<file path="config.mk">
export PLATFORM = sky130hd
export DESIGN_NAME = rbs_div_lane
export DESIGN_NICKNAME = d
export VERILOG_FILES = /design/src/sv/rbs_pkg.sv /design/src/sv/rbs_div_lane.sv
export SDC_FILE = /design/constraint.sdc
export NUM_CORES = 2
export LEC_CHECK = 0
export BUFFER_PORTS_ARGS = -buffer_cell sky130_fd_sc_hd__buf_4
export CORE_MARGIN = 2
export CORE_UTILIZATION = 60
export CTS_CLUSTER_DIAMETER = 120
export DETAILED_ROUTE_END_ITERATION = 10
export PLACE_DENSITY = 0.79
export SKIP_CTS_REPAIR_TIMING = 1
export SYNTH_ARGS = -nofsm -noshare
export SYNTH_HDL_FRONTEND = slang
export SYNTH_SLANG_ARGS = --single-unit
</file>
<file path="constraint.sdc">
create_clock -name clock -period 11.8 [get_ports clock]
set_input_delay 2.36 -clock clock [delete_from_list [all_inputs] [get_ports clock]]
set_output_delay 2.36 -clock clock [all_outputs]
set_load 0.01 [all_outputs]
</file>
<file path="src/sv/rbs_pkg.sv">
`default_nettype none
package rbs_pkg;
   localparam int COORD_WIDTH_DEF = 32;
   localparam int FRAC_BITS_DEF   = 16;
   localparam int NUM_AXES        = 3;
   localparam int NUM_LANES       = 2 * NUM_AXES;
   localparam int CSR_IDX_WIDTH   = 3;

   // configuration register indexes
   typedef enum logic [CSR_IDX_WIDTH-1:0] {
      CSR_MIN_X = 3'd0,
      CSR_MIN_Y = 3'd1,
      CSR_MIN_Z = 3'd2,
      CSR_MAX_X = 3'd3,
      CSR_MAX_Y = 3'd4,
      CSR_MAX_Z = 3'd5
   } csr_index_type;
endpackage
`default_nettype wire

</file>
<file path="src/sv/rbs_div_lane.sv">
`default_nettype none
module rbs_div_lane
   import rbs_pkg::*;
#(
   parameter int W = COORD_WIDTH_DEF,
   parameter int F = FRAC_BITS_DEF
) (
   input  wire logic         clock,
   input  wire logic [W-1:0] en,
   input  wire logic [W:0]   n_in,
   input  wire logic [W-1:0] d_in,
   input  wire logic         neg_in,
   input  wire logic         ovf_in,
   output logic [W-1:0]      q_out,
   output logic              neg_out,
   output logic              ovf_out
);
   localparam int RW = W + 1 + F;
   localparam int CW = 2 * W + F + 1;

   logic [RW-1:0] r_ff   [W];
   logic [W-1:0]  q_ff   [W];
   logic [W-1:0]  d_ff   [W];
   logic          neg_ff [W];
   logic          ovf_ff [W];

   // one restoring step per stage, quotient bit W-1-j in stage j
   for (genvar j = 0; j < W; j++) begin : g_step
      logic [RW-1:0] r_prev;
      logic [W-1:0]  q_prev;
      logic [W-1:0]  d_prev;
      logic          neg_prev;
      logic          ovf_prev;
      logic [CW-1:0] dsh;
      logic [CW-1:0] rext;
      logic          ge;

      if (j == 0) begin : g_first
         assign r_prev   = RW'(n_in) << F;
         assign q_prev   = '0;
         assign d_prev   = d_in;
         assign neg_prev = neg_in;
         assign ovf_prev = ovf_in;
      end else begin : g_next
         assign r_prev   = r_ff[j-1];
         assign q_prev   = q_ff[j-1];
         assign d_prev   = d_ff[j-1];
         assign neg_prev = neg_ff[j-1];
         assign ovf_prev = ovf_ff[j-1];
      end

      assign dsh  = CW'(d_prev) << (W - 1 - j);
      assign rext = CW'(r_prev);
      assign ge   = rext >= dsh;

      always_ff @(posedge clock) begin
         if (en[j]) begin
            r_ff[j]   <= ge ? RW'(rext - dsh) : r_prev;
            q_ff[j]   <= q_prev | (ge ? (W'(1) << (W - 1 - j)) : '0);
            d_ff[j]   <= d_prev;
            neg_ff[j] <= neg_prev;
            ovf_ff[j] <= ovf_prev;
         end
      end
   end

   assign q_out   = q_ff[W-1];
   assign neg_out = neg_ff[W-1];
   assign ovf_out = ovf_ff[W-1];
endmodule
`default_nettype wire

</file>
### Yosys cells after proc, flatten, opt, wreduce, memory -nomap -nowiden

Memories as Yosys holds them, arrays and structs flattened.
Index checks and enable logic that the tools add are counted.

* memory bits (writable): 3680
* output and inout bits: 34
* input bits: 100
* logic and storage cells: 228
* flip-flop bits (word level): 0
* memories kept: 5

Memories
* r_ff: words 32, width 49, rd ports 31, clocked after Yosys merged registers in 0, write ports 32, RTL line rbs_div_lane.sv:21 `logic [RW-1:0] r_ff [W];`
* d_ff: words 32, width 32, rd ports 31, clocked after Yosys merged registers in 0, write ports 32, RTL line rbs_div_lane.sv:23 `logic [W-1:0] d_ff [W];`
* q_ff: words 32, width 32, rd ports 32, clocked after Yosys merged registers in 0, write ports 32, RTL line rbs_div_lane.sv:22 `logic [W-1:0] q_ff [W];`
* neg_ff: words 32, width 1, rd ports 32, clocked after Yosys merged registers in 0, write ports 32, RTL line rbs_div_lane.sv:24 `logic neg_ff [W];`
* ovf_ff: words 32, width 1, rd ports 32, clocked after Yosys merged registers in 0, write ports 32, RTL line rbs_div_lane.sv:25 `logic ovf_ff [W];`

* $add $sub $neg: 32
* multiplexer cells: 128
* bitwise operators: 31
* order comparisons: 32

Operators by type and width (number)
* $mux 49: 32
* $sub 49x49->49: 15
* $mux 1: 65
* $ge 49x63->1: 1
* $ge 49x62->1: 1
* $ge 49x61->1: 1
* $ge 49x60->1: 1
* $ge 49x59->1: 1
* $ge 49x58->1: 1
* $ge 49x57->1: 1
* $ge 49x56->1: 1
* $ge 49x55->1: 1
* $ge 49x54->1: 1
* $ge 49x53->1: 1
* $ge 49x52->1: 1
* $ge 49x51->1: 1
* $ge 49x50->1: 1
* $ge 49x32->1: 1
* $ge 49x33->1: 1
* $ge 49x34->1: 1
* $ge 49x35->1: 1
* $ge 49x36->1: 1
* $ge 49x37->1: 1
* $ge 49x38->1: 1
* 90 further kinds: 90

### Depth between registers and ports, before layout

An unclocked memory read counts as a cell.

* depth after elaboration: 4
* mapped depth: 16
* depth with buffers taken out: 15

### Worst setup path after synthesis

No wires, ideal clock.

* path type: input to register
* start point: input n_in[15]
* end point: memory r_ff[0][40] (netlist name) (data pin)
* data required time: 11540 ps
* arrival time: 5258 ps
* path buffers: 1
* path slack: 6282 ps
* stages on the path: 15
* library setup time: 260 ps
* cell sequence: inv_1 -> ha_1 -> fa_1 -> nor2b_1 -> o21ai_0 -> a21boi_0 -> o21ai_0 -> nand2b_1 -> a31oi_1 -> o211ai_1 -> a21oi_1 -> o21ai_0 -> a31oi_2 -> buf_2 -> mux2_2

RTL lines
* from (decl): RTL line rbs_div_lane.sv:10 `input wire logic [W:0] n_in,`
* to (decl): RTL line rbs_div_lane.sv:21

==> results_dict.tcl <==
set metrics [dict create \
    status "completed" \
    cp_max_fo 15 \
    num_vias 94399 \
    yosys_warnings 0 \
    finalWorstSetupSlack_ps 6490 \
    gp_congestion 0.964 \
    rows 178 \
    maxSlewHeadroom 0.200 \
    synth_top_area_cell "edfxtp_1" \
    cap_viol_max_count 0 \
    fin_crit_ps 5310 \
    synth_edf_count 2727 \
    start_util 0.603 \
    finalMaxSlewViolations 0 \
    synth_area_leaders "edfxtp_1 58%, ha_1 8.1%, o21ai_0 3.2%" \
    track_usage 0.282 \
    gr-total-overflow 0 \
    ios 134 \
    grt_pass1_vias 91866 \
    io_buffer_count 133 \
    fin_skew_ps 60.2 \
    fin_cells 15666 \
    vdd_drop_max_mv 0.188 \
    place_inst 15132 \
    nets 13338 \
    synth_seq_area_share 0.577 \
    clk_pin_slew_ps 70 \
    dieArea_sq_um 240000 \
    cts_tree "done" \
    worst_pin_slew_ps 1190 \
    area_growth_pct 10.0 \
    syn_area_sq_um 142000 \
    dp_hpwl_um 258000 \
    wl_um 344000 \
    synth-main-ff-cell "edfxtp_1" \
    crit_arrival_ps 5980 \
    drive_gt1_frac 0.0767 \
    postSynth.asyncResetShare 0 \
    insertion_delay_ps 960 \
    fmaxAchievable_mhz 188 \
    wl_per_cell_um 22.0 \
    rsz0062_at_grt "no" \
    final_util 0.664 \
    crit_path_end_kind "flip-flop" \
    grt_pass1_wl_um 530000 \
    setup_violations 0 \
    whs_path_depth 0 \
    coreArea_sq_um 235000 \
    antenna_found_initial 8 \
    die_y_um 490 \
    period_share 0.450 \
    grt_start_max_net_pins 81 \
    holdWs_ps 392 \
    viasPerCell 6.03 \
    cts_buffer_depth 4 \
    die_width_um 490 \
    worst_setup_path_start_kind "input pin" \
    drtIter0Drc 8957 \
    hold_viol 0 \
    ant_nets 0 \
    nFillCells 17345 \
    first_pass_iters 9 \
    drcViolationCount 0 \
    tns_ps 0 \
    dpl_worst_slack_ps 5550 \
    synth_area_per_cell_sq_um 11.8 \
    synth_fp_nets 13098 \
    hold_path.class "reg2reg" \
    ys_ff_latch 2727 \
    worstRegToRegCells 12 \
    path_class "in2reg" \
    leakage_nw 62.4 \
    clock_sinks 2727 \
    syn_inst 12049 \
    synth_cell_types 97 \
    power_density_nw_per_um2 217 \
    netlist.area_leader.share 0.577 \
    cts_root_buf "clkbuf_16" \
    htreeDepth 5 \
    cp_data_required_time_ps 12470 \
    cts_buffers 305 \
]
[kinds of logic (layout without fill, tap and decap cells)]
family,Yosys count,count (layout),synth area share
multiplexers,207,207,0.0163
AND/OR/NAND/NOR,2808,2808,0.0951
AO/OA/AOI/OAI,3071,3071,0.135
buffers and inverters,1435,1900,0.0384
other,0,2,0
flip-flops,2727,2727,0.577
XOR/XNOR,852,852,0.0526
adder cells (fa/ha/maj),949,949,0.0853
[metrics by stage]
step,cell area [sq um],power (mW)
after CTS,156000,33.9
after detailed placement,146000,24.5
after floorplan,142000,21.4
after global routing,156000,35.8
after global placement,146000,24.3
final,156000,33.9
[cell type report]
cell class	count	area, sq um	share of cell area
Tap cell	3150	3940	0.0252
Antenna cell	2	5.00	0.0000321
Timing Repair Buffer	188	1410	0.00904
Clock buffer	356	7990	0.0512
Multi-Input combinational cell	7887	54700	0.350
Inverter	1180	4430	0.0284
Sequential cell	2727	81900	0.525
Clock inverter	176	1740	0.0111
[layer usage]
layer,routed length [um],track usage
met5,77,0
met4,11100,0.0892
met3,21200,0.0408
met2,165000,0.470
met1,147000,0.383
[sequential cells by signal (all words and copies together), names as in the netlist]
signal  cells
r_ff     1143
neg_ff     32
q_ff      528
ovf_ff     32
d_ff      992
[cells in the mapped netlist (34+ instances only)]
library cell     n
and3_1          72
or2_2           42
nand2_1       1017
o21a_1         124
xnor2_1        489
a21o_1         445
nand3_1        177
o21bai_1       113
a31oi_1         78
nor3_1         154
o21ai_0        913
or4_1           34
mux2_2         190
a21oi_1        807
nand2b_1       138
nor2_1         584
inv_1         1180
nor2b_1        133
ha_1           918
a21boi_0        43
xor2_1         363
nand4_1        137
a211oi_1        75
o211ai_1        45
nor4_1         105
o31ai_1         90
or3_1           58
edfxtp_1      2727
clkbuf_1       225
[worst paths after layout]
kind | start | endpoint | slack (ps)
worst max-delay path | n_in[15] | r_ff[0][36] | 6490
worst min-delay path | q_ff[1][89] | q_ff[1][121] | 390
worst max register to register | r_ff[1][160] | r_ff[1][240] | 6830
worst min register to register | q_ff[1][89] | q_ff[1][121] | 390
[critical path, cell delays in order]
cell and delay (ps):
buf_4 110, inv_1 70, ha_1 190, fa_1 230, nor2b_1 60, o21ai_0 240, a21boi_0 160, o21ai_0 160
nand2b_1 120, a31oi_1 460, o211ai_1 190, a21oi_1 290, o21ai_0 240, a31oi_2 380, buf_4 340, mux2_2 370
[layout by cell type (no fill, tap or decap), types with 190 or more instances in the layout]
cell type     n
a21oi_1     806
a21o_1      445
inv_1      1180
xor2_1      363
o21ai_0     912
xnor2_1     489
ha_1        918
nand2_1    1016
nor2_1      583
mux2_2      190
clkbuf_16   313
edfxtp_1   2727
[power by group]
part | internal (mW) | switching, mW | total (mW)
registers | 12.8 | 1.12 | 13.9
logic | 4.41 | 6.20 | 10.6
clock network | 5.51 | 3.81 | 9.31
(Power assumes the default switching activity.)
