File: src/sv/rbs_pkg.sv
`default_nettype none
package rbs_pkg;
   localparam int COORD_WIDTH_DEF = 32;
   localparam int FRAC_BITS_DEF   = 16;
   localparam int NUM_AXES        = 3;
   localparam int NUM_LANES       = 2 * NUM_AXES;
   localparam int CSR_IDX_WIDTH   = 3;

   // configuration register indexes
   typedef enum logic [CSR_IDX_WIDTH-1:0] {
      CSR_MIN_X = 3'd0,
      CSR_MIN_Y = 3'd1,
      CSR_MIN_Z = 3'd2,
      CSR_MAX_X = 3'd3,
      CSR_MAX_Y = 3'd4,
      CSR_MAX_Z = 3'd5
   } csr_index_type;
endpackage
`default_nettype wire

File: src/sv/rbs_csr_if.sv
`default_nettype none
interface rbs_csr_if
   import rbs_pkg::*;
#(parameter int W = 32);
   logic                     valid;
   logic                     ready;
   logic [CSR_IDX_WIDTH-1:0] index;
   logic [W-1:0]             data;
   modport source (output valid, index, data, input ready);
   modport sink (input valid, index, data, output ready);
endinterface
`default_nettype wire

File: src/sv/rbs_box_regs.sv
`default_nettype none
module rbs_box_regs
   import rbs_pkg::*;
#(
   parameter int W = COORD_WIDTH_DEF,
   parameter int F = FRAC_BITS_DEF
) (
   input  wire logic        clock,
   input  wire logic        reset,
   rbs_csr_if.sink          csr_ch,
   output logic signed [W-1:0] box_min [NUM_AXES],
   output logic signed [W-1:0] box_max [NUM_AXES]
);
   logic signed [W-1:0] min_ff [NUM_AXES];
   logic signed [W-1:0] max_ff [NUM_AXES];

   assign csr_ch.ready = 1'b1;

   // box corner registers, unknown indexes ignored
   always_ff @(posedge clock) begin
      if (reset) begin
         for (int a = 0; a < NUM_AXES; a++) begin
            min_ff[a] <= '0;
            max_ff[a] <= W'(1) << F;
         end
      end else if (csr_ch.valid) begin
         unique case (csr_ch.index)
            CSR_MIN_X: min_ff[0] <= csr_ch.data;
            CSR_MIN_Y: min_ff[1] <= csr_ch.data;
            CSR_MIN_Z: min_ff[2] <= csr_ch.data;
            CSR_MAX_X: max_ff[0] <= csr_ch.data;
            CSR_MAX_Y: max_ff[1] <= csr_ch.data;
            CSR_MAX_Z: max_ff[2] <= csr_ch.data;
            default: ;
         endcase
      end
   end

   assign box_min = min_ff;
   assign box_max = max_ff;
endmodule
`default_nettype wire

File: src/flat_wrapper.sv
// flat-port wrapper written by rule: the top's interface ports become plain ports
module rbs_box_regs_flat import rbs_pkg::*;
#(
   parameter int W = COORD_WIDTH_DEF,
   parameter int F = FRAC_BITS_DEF
)
  (clock, reset, box_min, box_max, csr_ch_valid, csr_ch_index, csr_ch_data, csr_ch_ready);
  rbs_csr_if #(.W(W)) csr_ch_i ();
  input  wire logic clock;
  input  wire logic reset;
  output logic signed [W-1:0] box_min[NUM_AXES];
  output logic signed [W-1:0] box_max[NUM_AXES];
  input wire logic [$bits(csr_ch_i.valid)-1:0] csr_ch_valid;
  input wire logic [$bits(csr_ch_i.index)-1:0] csr_ch_index;
  input wire logic [$bits(csr_ch_i.data)-1:0] csr_ch_data;
  output wire logic [$bits(csr_ch_i.ready)-1:0] csr_ch_ready;
  assign csr_ch_i.valid = csr_ch_valid;
  assign csr_ch_i.index = csr_ch_index;
  assign csr_ch_i.data = csr_ch_data;
  assign csr_ch_ready = csr_ch_i.ready;
  rbs_box_regs #(.W(W), .F(F)) u_core (.clock(clock), .reset(reset), .csr_ch(csr_ch_i), .box_min(box_min), .box_max(box_max));
endmodule
File: config.mk
export PLATFORM = sky130hd
export DESIGN_NAME = rbs_box_regs_flat
export DESIGN_NICKNAME = d
export VERILOG_FILES = /design/src/sv/rbs_pkg.sv /design/src/sv/rbs_csr_if.sv /design/src/sv/rbs_box_regs.sv /design/src/flat_wrapper.sv
export SDC_FILE = /design/constraint.sdc
export NUM_CORES = 1
export LEC_CHECK = 0
export BUFFER_PORTS_ARGS = -buffer_cell sky130_fd_sc_hd__buf_2
export CAP_MARGIN = 0
export CORE_MARGIN = 2
export CORE_UTILIZATION = 45
export DETAILED_ROUTE_END_ITERATION = 10
export PLACE_DENSITY = 0.72
export SETUP_SLACK_MARGIN = 0.02
export SKIP_LAST_GASP = 1
export SLEW_MARGIN = 10
export SYNTH_ARGS = -nofsm -noshare
export SYNTH_HDL_FRONTEND = slang
export SYNTH_SLANG_ARGS = --single-unit
File: constraint.sdc
create_clock -name clock -period 1.35 [get_ports clock]
set_input_delay 0.135 -clock clock [delete_from_list [all_inputs] [get_ports clock]]
set_output_delay 0.135 -clock clock [all_outputs]
set_load 0.005 [all_outputs]
; Word level (Yosys, flattened, before mapping)
; Cells that the tools add are included.
[classes]
div = 0
reduce_logical = 7
mux = 0
n_addsub = 0
order_cmp = 0
multipliers = 0
bitwise = 0
n_eq_ne = 5
shifts = 0
[op_table]
columns = operator, n
row1 = AND reduction 2 bit, 6
row2 = equality test 3 x 2 -> 1 bit (second input constant), 2
row3 = equality test 3 bit (second input constant), 2
row4 = equality test 3 x 1 -> 1 bit (second input constant), 1
row5 = zero test 3 bit, 1
[word_totals]
rom_bits = 0
register_bits = 192
out_inout_bits = 193
latch_bits = 0
wordCells = 18
memories = 0
ramBits = 0

; Depth between registers and ports, before layout
[depth]
ltp_word = 2
depth_mapped = 5
depth_no_buf = 2

; Worst setup path before layout
; OpenSTA, ideal clock, no wires.
[synth_timing]
path_kind = input port to flip-flop
start = input port reset
end = register u_core.min_ff (netlist bit u_core.box_min[75])
stages = 5
path_slack_ps = 148
setup_ps = 126
t_arrival_ps = 1076
path_cell_list = clkbuf_1 clkbuf_1 clkbuf_1 nand2b_1 mux2i_1
[synth_rtl]
columns = item, line
row1 = from (decl), flat_wrapper.sv:10  ; input wire logic reset;
row2 = to (decl), rbs_box_regs.sv:14  ; logic signed [W-1:0] min_ff [NUM_AXES];

; Worst setup path in the final report
[layout_timing]
start = register u_core.max_ff (netlist bit u_core.box_max[5])
end = output port box_max[5] (netlist bit)
[layout_rtl]
columns = item, line
row1 = from (decl), rbs_box_regs.sv:15  ; logic signed [W-1:0] max_ff [NUM_AXES];
row2 = "from (signal, indexed assignment)", rbs_box_regs.sv:24  ; max_ff[a] <= W'(1) << F;
row3 = to (decl), flat_wrapper.sv:12  ; output logic signed [W-1:0] box_max[NUM_AXES];
; No word-level cell between the ends.

==> metrics.md <==
| Metric | Value |
|---|---|
| Status | completed |
| ANT nets after route | 0 |
| Required @ worst endpoint | about 1200 ps |
| Worst setup SP type | register |
| Vias in the first global route | 5376 |
| RSZ-0062 raised after global routing | false |
| Cell Area, Synth | 0.007465 mm² |
| Total power | around 12 mW |
| Leakage | around 5.2 nW |
| Initial core utilization | 0.4550 |
| Min Tclk post-route | ~1000 ps |
| Min-delay worst type | input port to register |
| I/O Buffers | 229 |
| Post-Synthesis Net Count | slightly above 700 |
| Total number of vias | ~5400 |
| CP arrival | just over 900 ps |
| Fill count | roughly 1400 |
| Crit path max-delay family | flip-flops |
| Overall routed net length | between 15 and 20 mm |
| DR pass1 iterations | 4 |
| Die height | 132.8 µm |
| Crit. End Element | output pin |
| Placer Congestion | 0.7906 |
| CTS Buf Count | 17 |
| Yosys reg bits | between 150 and 200 |
| Post-CTS Setup Inserts | 0 |
| Total gr overflow | 0 |
| Die ar. | ~0.018 mm² |
| Max-cap viol count | 0 |
| Clock-pin slew on the worst setup and hold paths | about 70 ps |
| Max clock buf depth | 2 |
| Slowest-stage cell, CP | dfxtp_1 |
| First-pass GRT wire length | slightly below 30 mm |
| Fraction of the cycle the final worst path needs | 0.7726 |
| Cell count after synthesis | 667 |
| Placement Cell Area | between 0.009 and 0.01 mm² |
| Htree depth | 4 |
| Max frequency | around 0.96 GHz |
| ANT cells | 0 |
| Total Nets Final | just over 900 |
| Yosys warning total | 0 |
| Initial DRC count | ~230 |
| Critical Path Fanout Max | 2 |
| Via density | about 4.8 |
| Crit path buffers/inverters | 1 |
| CTS resizes | 0 |
| Final max-slew violation count | 0 |
| Final Hold Violating Endpoints | 0 |
| Setup violations, final | 0 |
| Post-route DRC | 0 |
| Multi-input gate area | 0.003458 mm² |
| Core Box Area | approximately 0.016 mm² |
| Die extent in x | 132.8 µm |
| CTS tree | yes |
| Post-Syn Area per Cell | between 10 and 15 µm² |
| Ports | ~230 |
| Clock Latency Late Sink | roughly 420 ps |
| Layout Skew | 0 ps |
| Setup TNS | 0 ps |
| GRT Util Overall | 0.2097 |
| Initial antenna violation count | 0 |
| Most frequent cells in the layout | buf_2, nand2b_1, mux2i_1, dfxtp_1, buf_4 |
| Syn-to-layout area delta | 29.74% |
| Clock sink count | 192 |
| CP Cell Sequence | buf_2 |
| # hold bufs at CTS | 0 |
| Largest net degree at the start of global routing | between 40 and 50 |
| Wirelength per Cell | 16.04 µm |
| Count of cell types in the netlist | 14 |
| Hpwl dp | around 13 mm |
| Most common cell after layout, fill and taps aside | buf_2 |
| Register area share after synthesis | 0.5149 |
| Share of layout cells above drive strength 1 | 0.3238 |
| Row count | 47 |
| CTS Root Buffer Type | clkbuf_16 |
| Max VDD drop | around 0.00090 V |
| Critical path type | register to output pin |
| Crit-path max cell delay | roughly 350 ps |
| Final instance area | ~0.0097 mm² |
| Register Area | roughly 0.0038 mm² |
| Cell Pwr Density | 1247 mW/mm² |
## power by group
part / switching [mW] / leakage, nW / internal, mW
Sequential: 0.0605 / 1.55 / 5.79
Combinational: 0.415 / 3.32 / 0.417
Clock: 2.19 / 0.306 / 3.20
Total: 2.67 / 5.18 / 9.41
## metal layers
layer / global-route usage / routed length (µm) / share of wire / up-vias
met5: 0 / 0 / 0 / -
met2: 0.3411 / 8540 / 0.47 / 143
met3: 0.05900 / 1017 / 0.056 / 23
li1: - / - / - / 2657
met1: 0.2690 / 8196 / 0.45 / 2575
met4: 0.06989 / 333 / 0.018 / 0
## metrics by stage
| stage | utilization | cells | hold WS (ps) | setup WS [ps] |
|---|---|---|---|---|
| 2_1_floorplan | - | 667 | 316.2 | 148.0 |
| 3_3_place_gp | 0.5517 | 1097 | 452.5 | 19.62 |
| 3_5_place_dp | 0.5517 | 1097 | 460.5 | 13.01 |
| 4_1_cts | 0.5903 | 1128 | 27.17 | 284.6 |
| 5_1_grt | 0.5903 | 1128 | 34.34 | 253.7 |
| 6_report | 0.5903 | 1128 | 35.43 | 307.0 |
## path summary, 6_finish.rpt
kind,startpoint,to,slack [ps],depth (start not counted)
setup reg to reg,u_core.box_max[1],u_core.box_max[1],720,2
setup / recovery,u_core.box_max[5],box_max[5],310,1
hold reg to reg,u_core.box_min[80],u_core.box_min[80],470,2
hold / removal,csr_ch_data[16],u_core.box_max[48],40,3
## worst min-delay path, stage by stage
cell	delay, ps
buf_2	100
nor2_1	70
mux2i_1	120
## state kept, by name, summed over array words and instances (netlist names)
register	count
u_core.box_max	96
u_core.box_min	96
## Yosys cell counts (all sizes together)
master | instances | area (µm²)
and4b | 1 | 10.01
buf | 20 | 108.9
clkbuf | 29 | 108.9
conb | 1 | 3.750
dfxtp | 192 | 3844
mux2i | 192 | 1922
nand2b | 221 | 1383
nand4b | 2 | 17.52
nand4bb | 3 | 33.78
nor2 | 4 | 15.01
nor4b | 1 | 8.760
or4b | 1 | 10.01
## cell families (layout without fill, tap and decap cells)
family                 count (synthesis)  count (layout)  share of synthesized area
buffers and inverters                 49             290                    0.02917
AND/OR/NAND/NOR                      233             233                     0.1980
flip-flops                           192             192                     0.5149
other                                  1               1                  0.0005024
multiplexers                         192             192                     0.2575
## final cells by class
| type | count | area share |
|---|---|---|
| Clock buffer | 19 | 0.04677 |
| Multi-Input combinational cell | 426 | 0.3571 |
| Clock inverter | 12 | 0.01860 |
| Sequential cell | 192 | 0.3969 |
| Tap cell | 220 | 0.02842 |
| Timing Repair Buffer | 259 | 0.1522 |
Power figures use the tool's default switching activity.
